**src/rtl/scc_pkg.sv**
```systemverilog
// Shared types, constants and helper functions for the SCC search block.
`default_nettype none
package scc_pkg;

	// Graph size and derived widths
	localparam int MAX_V = 64;
	localparam int VW    = $clog2(MAX_V);
	localparam int CW    = VW + 1;
	localparam int FRW   = VW + CW;

	// Input command codes
	localparam logic [1:0] CMD_CLEAR = 2'd0;
	localparam logic [1:0] CMD_ADD   = 2'd1;
	localparam logic [1:0] CMD_FIND  = 2'd2;
	localparam logic [1:0] CMD_RSVD  = 2'd3;

	// Controller states
	typedef enum logic [4:0] {
		ST_IDLE, ST_DECODE, ST_ADD_WR, ST_ROOT, ST_ENTER, ST_ROW_RD, ST_ROW,
		ST_PICK, ST_CHECK, ST_LOW_MIN, ST_DONE, ST_POP_RD, ST_POP, ST_EMIT,
		ST_RET, ST_RET1, ST_RET2, ST_FINISH
	} state_t;

	// Datapath commands
	typedef enum logic [4:0] {
		OP_NONE, OP_LOAD, OP_CLEAR, OP_ADD_RD, OP_ADD_WR, OP_INIT, OP_ROOT_NEXT,
		OP_ROOT_TAKE, OP_ENTER, OP_ROW_RD, OP_ROW, OP_PICK, OP_SAVE, OP_LOW_RD,
		OP_LOW_MIN, OP_DONE, OP_POP_RD, OP_POP, OP_EMIT, OP_COMP_NEXT,
		OP_RET_ROOT, OP_RET, OP_RET1, OP_RET2, OP_FINISH
	} dp_op_t;

	// Datapath status back to the controller
	typedef struct packed {
		logic is_clear;
		logic is_add;
		logic is_find;
		logic add_ok;
		logic root_done;
		logic root_visited;
		logic succ_empty;
		logic w_visited;
		logic w_on_stack;
		logic is_comp_root;
		logic u_is_v;
		logic members_empty;
		logic depth_one;
	} dp_status_t;

	// Mask of the bits below n
	function automatic logic [MAX_V-1:0] low_mask(input logic [CW-1:0] n);
		logic [MAX_V-1:0] m;
		for (int i = 0; i < MAX_V; i++) begin
			m[i] = (CW'(i) < n);
		end
		return m;
	endfunction

	// Index of the lowest set bit
	function automatic logic [VW-1:0] first_one(input logic [MAX_V-1:0] x);
		logic [VW-1:0] r;
		r = '0;
		for (int i = MAX_V - 1; i >= 0; i--) begin
			if (x[i]) r = VW'(i);
		end
		return r;
	endfunction

endpackage
`default_nettype wire

```
**src/rtl/scc_ctrl.sv**
```systemverilog
// Controller state machine sequencing graph loading and the Tarjan search.
`default_nettype none
module scc_ctrl
	import scc_pkg::*;
(
	input  wire logic       clk,
	input  wire logic       arst_n,
	input  wire logic       start,
	output logic            busy,
	input  wire dp_status_t st,
	output dp_op_t          op
);
	state_t state_q, state_d;

	// State register
	always_ff @(posedge clk or negedge arst_n) begin
		if (!arst_n) state_q <= ST_IDLE;
		else         state_q <= state_d;
	end

	assign busy = (state_q != ST_IDLE);

	// Next state and commands
	always_comb begin
		state_d = state_q;
		op      = OP_NONE;
		unique case (state_q)
			ST_IDLE: begin
				if (start) begin
					op      = OP_LOAD;
					state_d = ST_DECODE;
				end
			end
			ST_DECODE: begin
				state_d = ST_IDLE;
				if (st.is_clear) begin
					op = OP_CLEAR;
				end else if (st.is_add && st.add_ok) begin
					op      = OP_ADD_RD;
					state_d = ST_ADD_WR;
				end else if (st.is_find) begin
					op      = OP_INIT;
					state_d = ST_ROOT;
				end
			end
			ST_ADD_WR: begin
				op      = OP_ADD_WR;
				state_d = ST_IDLE;
			end
			ST_ROOT: begin
				if (st.root_done) begin
					state_d = ST_FINISH;
				end else if (st.root_visited) begin
					op = OP_ROOT_NEXT;
				end else begin
					op      = OP_ROOT_TAKE;
					state_d = ST_ENTER;
				end
			end
			ST_ENTER: begin
				op      = OP_ENTER;
				state_d = ST_ROW_RD;
			end
			ST_ROW_RD: begin
				op      = OP_ROW_RD;
				state_d = ST_ROW;
			end
			ST_ROW: begin
				op      = OP_ROW;
				state_d = ST_PICK;
			end
			ST_PICK: begin
				if (st.succ_empty) begin
					state_d = ST_DONE;
				end else begin
					op      = OP_PICK;
					state_d = ST_CHECK;
				end
			end
			ST_CHECK: begin
				if (!st.w_visited) begin
					op      = OP_SAVE;
					state_d = ST_ENTER;
				end else if (st.w_on_stack) begin
					op      = OP_LOW_RD;
					state_d = ST_LOW_MIN;
				end else begin
					state_d = ST_PICK;
				end
			end
			ST_LOW_MIN: begin
				op      = OP_LOW_MIN;
				state_d = ST_PICK;
			end
			ST_DONE: begin
				op      = OP_DONE;
				state_d = st.is_comp_root ? ST_POP_RD : ST_RET;
			end
			ST_POP_RD: begin
				op      = OP_POP_RD;
				state_d = ST_POP;
			end
			ST_POP: begin
				op      = OP_POP;
				state_d = st.u_is_v ? ST_EMIT : ST_POP_RD;
			end
			ST_EMIT: begin
				if (st.members_empty) begin
					op      = OP_COMP_NEXT;
					state_d = ST_RET;
				end else begin
					op = OP_EMIT;
				end
			end
			ST_RET: begin
				if (st.depth_one) begin
					op      = OP_RET_ROOT;
					state_d = ST_ROOT;
				end else begin
					op      = OP_RET;
					state_d = ST_RET1;
				end
			end
			ST_RET1: begin
				op      = OP_RET1;
				state_d = ST_RET2;
			end
			ST_RET2: begin
				op      = OP_RET2;
				state_d = ST_ROW_RD;
			end
			ST_FINISH: begin
				op      = OP_FINISH;
				state_d = ST_IDLE;
			end
			default: state_d = ST_IDLE;
		endcase
	end
endmodule
`default_nettype wire

```
**config.mk**
```make
export PLATFORM = sky130hd
export DESIGN_NAME = scc_ctrl
export DESIGN_NICKNAME = d
export VERILOG_FILES = /design/src/rtl/scc_pkg.sv /design/src/rtl/scc_ctrl.sv
export SDC_FILE = /design/constraint.sdc
export NUM_CORES = 1
export LEC_CHECK = 0
export BUFFER_PORTS_ARGS = -buffer_cell sky130_fd_sc_hd__buf_2
export CAP_MARGIN = 25
export CORE_UTILIZATION = 51
export DETAILED_ROUTE_END_ITERATION = 10
export GPL_ROUTABILITY_DRIVEN = 1
export PLACE_DENSITY = 0.88
export SYNTH_ARGS = -nofsm -noshare
export SYNTH_HDL_FRONTEND = slang
export SYNTH_SLANG_ARGS = --single-unit
```
**constraint.sdc**
```tcl
create_clock -name clk -period 1.8 [get_ports clk]
set_clock_uncertainty 0.1 [all_clocks]
set_input_delay 0.09 -clock clk [delete_from_list [all_inputs] [get_ports clk]]
set_output_delay 0.09 -clock clk [all_outputs]
set_load 0.02 [all_outputs]
```
==> results of run 1 <==
-- synthesized netlist by cell type, types with 2 or more instances --
cell type,number
o211ai_1,3
nor2b_1,3
o21ai_0,10
nor4_1,3
nand3_1,4
a221oi_1,3
nand3b_1,2
buf_2,9
nor2_1,10
nand2_1,11
mux2i_1,3
inv_1,2
o32a_1,2
dfrtp_1,5
o22ai_1,2
nor3_1,7
nor3_2,2
a22oi_1,3
a31oi_1,2
nand2b_1,7
a21oi_1,10
or3_1,3
-- worst max-delay path by stage --
| stage | startpoint | to | slack, ns |
|---|---|---|---|
| floorplan | state_q[2]$_DFFE_PN0P_ | op[0] | 0.16 |
| global placement | state_q[3]$_DFFE_PN0P_ | op[0] | 0.12 |
| detailed placement | state_q[3]$_DFFE_PN0P_ | op[0] | 0.07 |
| CTS | state_q[3]$_DFFE_PN0P_ | op[0] | -0.15 |
| global route | state_q[3]$_DFFE_PN0P_ | op[0] | -0.27 |
| finish | state_q[0]$_DFFE_PN0P_ | op[0] | -0.21 |
-- final cells by class --
type,count,area share (%)
inverters,3,1.09
multi-input cells,100,59.2
clock buffers,4,2.28
flip-flops and latches,5,11.4
well taps,16,1.74
repair buffers,41,24.2
-- layout by cell type, fill, tap and decap left out, types with 2 or more instances in the layout --
| cell | netlist | routed |
|---|---|---|
| nand3b_1 | 2 | 2 |
| nor2_1 | 10 | 9 |
| nand3_1 | 4 | 4 |
| a31oi_1 | 2 | 2 |
| dfrtp_2 | 0 | 5 |
| a22oi_1 | 3 | 3 |
| o22ai_1 | 2 | 2 |
| nand2b_1 | 7 | 6 |
| nor4_4 | 1 | 2 |
| clkbuf_4 | 0 | 3 |
| a21oi_1 | 10 | 9 |
| nand2_1 | 11 | 9 |
| o211ai_1 | 3 | 3 |
| o21ai_0 | 10 | 6 |
| nor3_1 | 7 | 6 |
| nor2b_2 | 0 | 2 |
| a221oi_2 | 0 | 2 |
| buf_4 | 0 | 20 |
| o32a_1 | 2 | 2 |
| inv_1 | 2 | 2 |
| mux2i_1 | 3 | 3 |
| buf_2 | 9 | 17 |
| or3_1 | 3 | 3 |
| buf_6 | 1 | 3 |
| o21ai_1 | 0 | 4 |
| nor3_2 | 2 | 3 |
-- kinds of logic (layout without fill, tap and decap cells) --
group	Yosys count	count (layout)	synth area share, %
AND/OR/NAND/NOR	55	55	38.3
AO/OA/AOI/OAI	42	42	33.8
buffers and inverters	14	48	8.80
flip-flops	5	5	15.4
multiplexers	3	3	3.70
-- worst max-delay path: stages (launching register included) --
cell	delay [ns]
dfrtp_2	0.45
nand2b_1	0.21
or3_1	0.41
o21ai_1	0.14
nor2_1	0.08
o211ai_1	0.11
buf_4	0.17
-- layer usage --
layer  track usage (%)  vias up  wire (um)
li1                  -      514          -
met1              43.0      548       1240
met2              53.4      113       1500
met3              9.57       19        434
met4              16.8        0         77
met5                 0        -          0
-- report_power, final --
group | switching, uW | internal, uW
registers | 60.3 | 150
logic | 696 | 538
clock network | 45.3 | 83.7
total | 801 | 772
-- what timing repair did --
item,4_1_cts,5_1_grt
pin swaps,5,2
endpoints found under the hold margin,5,0
cloned,0,0
setup buffers,4,4
setup endpoints to repair,5,7
hold buffers,1,0
resized for setup,11,20
-- per-stage QoR --
step,hold WS [ns],total power [uW]
after floorplan,-0.306,884
after global placement,-0.192,1140
after detailed placement,-0.187,1170
after CTS,0.0136,1380
after global routing,0.0350,1650
final,0.0190,1570
==> summary.txt, run 1 <==
Final Max Tran Viols - 0
clock latency on the worst-skew pair - 0.24 ns
ys async rst share - 100%
die area - 0.00175 mm^2
total number of vias - 1194
EDFF count, synth - 0
first-pass GRT wire length - 4690 um
core area - 0.00149 mm^2
Worst Path Max Fanout - 8
Finished Cell Area - 0.00115 mm^2
DRT Wirelength - 3250 um
WL per Instance - 19.2 um
syn_area_per_cell - 6.81 um^2
Final period util - 112%
n_diodes - 0
Fill cells - 98
crit path time final - 2.01 ns
Avg Vias per Cell - 7.07
max reg flops - 5
HPWL Detailed - 1920 um
placed cells - 156
min-delay worst type - input port to flip-flop
routability congestion estimate - 0.952
R2R Path End - state_q[2]$_DFFE_PN0P_
H-tree depth - 1
r2r setup slk - 0.05 ns
worst-margin pin slew - 0.328 ns
Worst EP required - 1.61 ns
clock buffer count from CTS - 3
Setup TNS Final - -0.387 ns
leakage power - 0.000488 uW
startpoint types - flip-flop
I/O Buffers - 21
drt drc - 0
placed instance area - 958 um^2
hold path start - st[7]
Worst R2R Path Depth - 6
Finished Core Util - 77.3%
biggest regs - state_q x5
GRT Resource Usage Total - 34.3%
crit path DAT - 1.82 ns
distinct cell type count after synthesis - 35
Starting Density - 54.5%
multi-input gate area in the final layout - 682 um^2
worst-case hold path end point - state_q[1]$_DFFE_PN0P_
fmax - 497 MHz
reg-to-reg critical path startpoint - state_q[3]$_DFFE_PN0P_
Min-Delay Path Depth - 3
Syn-to-layout area delta - 42.0%
Max clock buf depth - 2
post-synthesis cell count - 119
failing checks - setup timing
CP endpoint kind - output pin
area leader, netlist - dfrtp_1
peak supply drop - 0.953 mV
Clock Tree Root - clkbuf_4
Syn Nets - 135
CTS tree - done
Die Wd - 41.9 um
Hold Violations, Final - 0
status - finished with violations
Final ANT Viol Nets - 0
Power Density - 1370 mW/mm^2
Post-Syn Area - 811 um^2
fin cells - 169
initial antenna violation count - 0
relative slew slack - 77.9%
clock-pin slew on the worst setup and hold paths - 0.04 ns
Post-synth top flop - dfrtp_1
unrepaired setup endpoints after global routing - true
Yosys top cell area share - 15.4%
row count - 14
# IOs - 22
Seq. cell area - 131 um^2
endpoints failing setup - 5
largest net degree at the start of global routing - 18
# nets final - 170
die height - 41.9 um
starting DRC count in detailed routing - 126
Setup Crit Path Kind - flip-flop to output pin
Final WS setup - -0.214 ns
drt pass-1 iters - 5
most flop-heavy register - state_q
# clock sinks - 5
maxcap violations - 0
GRT overflow - 0
Yosys Warn Count - 0
dpl ws - 0.0740 ns
vias in the first global route - 1022
Synth area leaders - dfrtp_1 (15%), a21oi_1 (6.2%), o21ai_0 (6.2%), buf_2 (5.6%), nand2b_1 (5.4%)
sequential share of the synthesized area - 15.4%
synthesized flop and latch total - 5
share of post-route cells with drive strength above 1 - 43.8%
No activity file was read; power rests on OpenSTA's default activity.
==> run 2, diff against run 1 <==
- CORE_UTILIZATION: 51 -> 38
- PLACE_DENSITY: 0.88 -> 0.71
- SLEW_MARGIN: not set -> 30
==> summary.txt, run 2 (synthesis results as in run 1) <==
status - finished with violations
failing checks - setup timing
core area - 0.00198 mm^2 (+33%)
first-pass GRT wire length - 4380 um (-6.6%)
maxcap violations - 0 (unchanged)
endpoints failing setup - 5 (unchanged)
# IOs - 22 (unchanged)
Final period util - 107% (-4.6 points)
Cell Chain, Critical Path - or3_4 > nor4_4 > a221oi_2 > o211ai_1 > buf_4
# clock sinks - 5 (unchanged)
CP endpoint kind - output pin
peak supply drop - 0.747 mV (-22%)
CP delay by family, top - simple AND/OR/NAND/NOR gates
routability congestion estimate - 0.853 (-10%)
unrepaired setup endpoints after global routing - true
crit path DAT - 1.74 ns (-0.08 ns)
GRT overflow - 0 (unchanged)
fmax - 518 MHz (+4.2%)
Worst EP required - 1.61 ns (about the same)
GRT Resource Usage Total - 27.2% (-7.0 points)
share of post-route cells with drive strength above 1 - 47.2% (+3.4 points)
WL per Instance - 18.4 um (-4.4%)
startpoint types - flip-flop
Finished Cell Area - 0.00126 mm^2 (+9.6%)
Worst path slowest cell - or3_4
n_diodes - 0 (unchanged)
Worst R2R Path Depth - 6 (unchanged)
min-delay worst type - input port to flip-flop
placed instance area - 972 um^2 (+1.4%)
clock latency on the worst-skew pair - 0.25 ns (about the same)
starting DRC count in detailed routing - 66 (-48%)
Power Density - 1330 mW/mm^2 (-3.1%)
Min-Delay Path Depth - 3 (unchanged)
commonest non-fill, non-tap cell in the layout - buf_4
vias in the first global route - 1000 (-2.2%)
row count - 16 (+2)
most frequent cells in the layout - buf_4 (22), buf_2 (17), nand2_1 (10)
Buf/Inv on CP - 1 (unchanged)
largest net degree at the start of global routing - 25 (+7)
most flop-heavy register - state_q
Avg Vias per Cell - 6.38 (-9.7%)
worst-case hold path end point - state_q[1]$_DFFE_PN0P_
I/O Buffers - 21 (unchanged)
clock buffer count from CTS - 3 (unchanged)
max reg flops - 5 (unchanged)
Max clock buf depth - 2 (unchanged)
total number of vias - 1187 (-0.59%)
clock-pin slew on the worst setup and hold paths - 0.04 ns (about the same)
CTS tree - done
crit path time final - 1.93 ns (-0.0819 ns)
Final ANT Viol Nets - 0 (unchanged)
Syn-to-layout area delta - 55.6%
Final Max Tran Viols - 0 (unchanged)
delay of the slowest critical-path stage - 0.46 ns (about the same)
crit path launch - state_q[2]$_DFFE_PN0P_
Clock Tree Root - clkbuf_4
r2r setup slk - 0.01 ns (-0.04 ns)
hold path start - st[7]
leakage power - 0.000531 uW (+8.8%)
HPWL Detailed - 1900 um (-1.1%)
Starting Density - 40.9% (-14 points)
# nets final - 176 (+3.5%)
biggest regs - state_q x5
drt drc - 0 (unchanged)
die height - 48.2 um (+15%)
Hold Violations, Final - 0 (unchanged)
reg-to-reg critical path startpoint - state_q[2]$_DFFE_PN0P_
Setup Crit Path Kind - flip-flop to output pin
die area - 0.00232 mm^2 (+32%)
worst-margin pin slew - 0.308 ns (-0.0205 ns)
Fill cells - 155 (+58%)
Worst Path Max Fanout - 5 (-3)
DRT Wirelength - 3420 um (+5.2%)
Die Wd - 48.2 um (+15%)
R2R Path End - state_q[1]$_DFFE_PN0P_
drt pass-1 iters - 4 (-1)
CP Depth - 5 (-1)
dpl ws - 0.0130 ns (-0.0610 ns)
Final WS setup - -0.132 ns (+0.0819 ns)
initial antenna violation count - 0 (unchanged)
relative slew slack - 79.3% (+1.4 points)
H-tree depth - 1 (unchanged)
[run 2: metal layers]
| metal | wire, um | vias to the layer above | track usage [%] |
|---|---|---|---|
| met5 | 0 | - | 0 |
| met4 | 130 | 0 | 6.67 |
| met3 | 398 | 13 | 5.19 |
| met2 | 1610 | 108 | 45.6 |
| met1 | 1280 | 540 | 35.9 |
| li1 | - | 526 | - |
[run 2: how the worst max path moves through the flow]
stage | to | slack (ns)
finish | op[0] | -0.13
global route | op[1] | -0.19
CTS | op[0] | -0.14
detailed placement | op[0] | 0.01
global placement | op[0] | 0.09
floorplan | op[0] | 0.16
[run 2: through the flow]
step	hold WS [ns]	utilization, %	instances	setup TNS [ns]	total power [uW]
after floorplan	-0.306	-	119	0	884
after global placement	-0.193	49.1	167	0	1140
after detailed placement	-0.192	49.1	167	0	1160
after CTS	0.0424	56.1	179	-0.323	1420
after global routing	0.0855	63.6	186	-0.687	1760
final	0.0812	63.6	186	-0.348	1670
[run 2: final cells by class]
class | instances | area (um^2) | area share [%]
Multi-Input combinational cell | 100 | 696 | 55.2
Timing Repair Buffer | 47 | 362 | 28.7
Sequential cell | 5 | 131 | 10.4
Tap cell | 27 | 33.8 | 2.68
Clock buffer | 4 | 26.3 | 2.08
Inverter | 3 | 12.5 | 0.992
[run 2: where the power goes]
| group | switching (uW) | internal, uW |
|---|---|---|
| registers | 65.5 | 150 |
| logic | 716 | 608 |
| clock network | 48.4 | 83.9 |
| total | 830 | 842 |
[run 2: worst min-delay path: stages]
cell	delay, ns
buf_2	0.12
nand2_1	0.10
o21ai_2	0.08
[run 2: repair_timing]
item | 4_1_cts | 5_1_grt
gates resized for setup | 14 | 24
cloned | 0 | 2
hold buffers | 1 | 0
pin swaps | 4 | 8
setup endpoints to repair | 5 | 5
hold endpoints to repair | 5 | 0
setup buffers | 7 | 5
==> run 3, diff against run 2 <==
- CAP_MARGIN: 25 -> not set
- CTS_BUF_LIST: not set -> sky130_fd_sc_hd__clkbuf_8
- SETUP_SLACK_MARGIN: not set -> 0.1
==> summary.txt, run 3 (synthesis results as in run 1) <==
status - finished with violations
failing checks - setup timing
clock buffer count from CTS - 3 (unchanged)
HPWL Detailed - 1900 um (unchanged)
startpoint types - flip-flop
GRT overflow - 0 (unchanged)
Buf/Inv on CP - 1 (unchanged)
Power Density - 1360 mW/mm^2 (+2.6%)
unrepaired setup endpoints after global routing - true
die height - 48.2 um (unchanged)
# IOs - 22 (unchanged)
first-pass GRT wire length - 4310 um (-1.6%)
starting DRC count in detailed routing - 69 (+4.5%)
most flop-heavy register - state_q
Final WS setup - -0.0894 ns (+0.0424 ns)
Final period util - 105% (-2.4 points)
dpl ws - 0.0130 ns (unchanged)
# nets final - 168 (-4.5%)
vias in the first global route - 967 (-3.3%)
placed instance area - 972 um^2 (unchanged)
I/O Buffers - 21 (unchanged)
CP endpoint kind - output pin
endpoints failing setup - 4 (-1)
share of post-route cells with drive strength above 1 - 42.4% (-4.8 points)
biggest regs - state_q x5
crit path time final - 1.89 ns (-0.0424 ns)
clock latency on the worst-skew pair - 0.22 ns (-0.03 ns)
drt drc - 0 (unchanged)
most frequent cells in the layout - buf_4 (19), buf_2 (16), nand2_1 (10)
WL per Instance - 15.8 um (-14%)
Syn-to-layout area delta - 45.1%
fin cells - 178 (-4.3%)
Hold Violations, Final - 0 (unchanged)
row count - 16 (unchanged)
Worst Path Max Fanout - 5 (unchanged)
H-tree depth - 1 (unchanged)
CTS tree - done
total number of vias - 1103 (-7.1%)
Avg Vias per Cell - 6.20 (-2.9%)
Starting Density - 40.9% (unchanged)
min-delay worst type - input port to flip-flop
routability congestion estimate - 0.853 (unchanged)
Cell Chain, Critical Path - or3_4 > nor4_4 > nor2_1 > o211ai_1 > buf_4
initial antenna violation count - 0 (unchanged)
DRT Wirelength - 2820 um (-18%)
drt pass-1 iters - 4 (unchanged)
Die Wd - 48.2 um (unchanged)
GRT Resource Usage Total - 26.8% (-0.46 points)
relative slew slack - 66.3% (-13 points)
n_diodes - 0 (unchanged)
crit path DAT - 1.70 ns (-0.04 ns)
Final Max Tran Viols - 0 (unchanged)
Setup TNS Final - -0.231 ns (+0.117 ns)
Setup Crit Path Kind - flip-flop to output pin
Worst EP required - 1.61 ns (about the same)
largest net degree at the start of global routing - 25 (unchanged)
Final Power - 1600 uW (-4.3%)
maxcap violations - 0 (unchanged)
# clock sinks - 5 (unchanged)
peak supply drop - 0.920 mV (+23%)
CP delay by family, top - simple AND/OR/NAND/NOR gates
Max clock buf depth - 2 (unchanged)
Fill cells - 164 (+5.8%)
die area - 0.00232 mm^2 (unchanged)
worst-margin pin slew - 0.500 ns (+0.192 ns)
commonest non-fill, non-tap cell in the layout - buf_4
Clock Tree Root - clkbuf_8
leakage power - 0.000492 uW (-7.3%)
Worst path slowest cell - or3_4
Finished Cell Area - 0.00118 mm^2 (-6.7%)
core area - 0.00198 mm^2 (unchanged)
max reg flops - 5 (unchanged)
Final ANT Viol Nets - 0 (unchanged)
delay of the slowest critical-path stage - 0.44 ns (-0.02 ns)
placed cells - 167 (unchanged)
fmax - 529 MHz (+2.2%)
clock-pin slew on the worst setup and hold paths - 0.04 ns (about the same)
==> run 3: cell count changes in the layout (fill, tap and decap cells not counted), moves of 2 or more <==
| cell | delta |
|---|---|
| buf_4 | -3 |
| clkbuf_4 | -3 |
| buf_6 | -2 |
| clkbuf_8 | +3 |
==> run 3: layer usage <==
metal  GRT usage, %  wire length (um)  vias to the layer above
met5              0                 0                        -
met3           5.19               250                        7
met4           6.11                43                        0
met1           36.1              1140                      508
li1               -                 -                      509
met2           44.0              1380                       79
==> run 3: final cells by class <==
class / instances / area (um^2) / share of cell area, %
Multi-Input combinational cell: 100 / 686 / 58.3
Tap cell: 27 / 33.8 / 2.87
Inverter: 3 / 15.0 / 1.28
Sequential cell: 5 / 130 / 11.1
Clock buffer: 3 / 41.3 / 3.51
Timing Repair Buffer: 39 / 267 / 22.7
Clock inverter: 1 / 3.75 / 0.319
==> run 3: repair_timing <==
item | in CTS | in global routing
hold buffers | 1 | 0
pin swaps | 3 | 2
endpoints found under the setup margin | 5 | 9
hold endpoints to repair | 5 | 0
setup buffers | 5 | 2
gates resized for setup | 12 | 17
==> run 3: final timing paths <==
check / startpoint / to / slack (ns) / depth (start not counted)
max in group asynchronous: arst_n / state_q[3]$_DFFE_PN0P_ / 1.31 / 2
max reg2reg: state_q[3]$_DFFE_PN0P_ / state_q[2]$_DFFE_PN0P_ / 0.08 / 7
min reg2reg: state_q[4]$_DFFE_PN0P_ / state_q[4]$_DFFE_PN0P_ / 0.60 / 2
min: st[7] / state_q[1]$_DFFE_PN0P_ / 0.1 / 3
min in group asynchronous: arst_n / state_q[0]$_DFFE_PN0P_ / 0.14 / 2
max: state_q[2]$_DFFE_PN0P_ / op[0] / -0.09 / 5
==> run 3: report_power, final <==
group / switching [uW] / internal (uW)
clock: 54.3 / 146
combinational: 664 / 533
sequential: 53.1 / 149
total: 771 / 828
==> run 3: worst min-delay path: stages <==
cell and delay, ns:
buf_2 0.12, nand2_1 0.10, o21ai_2 0.08
==> run 3: per-stage QoR <==
stage	hold slack, ns	util (%)
2_1_floorplan	-0.306	-
3_3_place_gp	-0.193	49.1
3_5_place_dp	-0.192	49.1
4_1_cts	0.0814	55.7
5_1_grt	0.118	59.3
6_report	0.0962	59.3
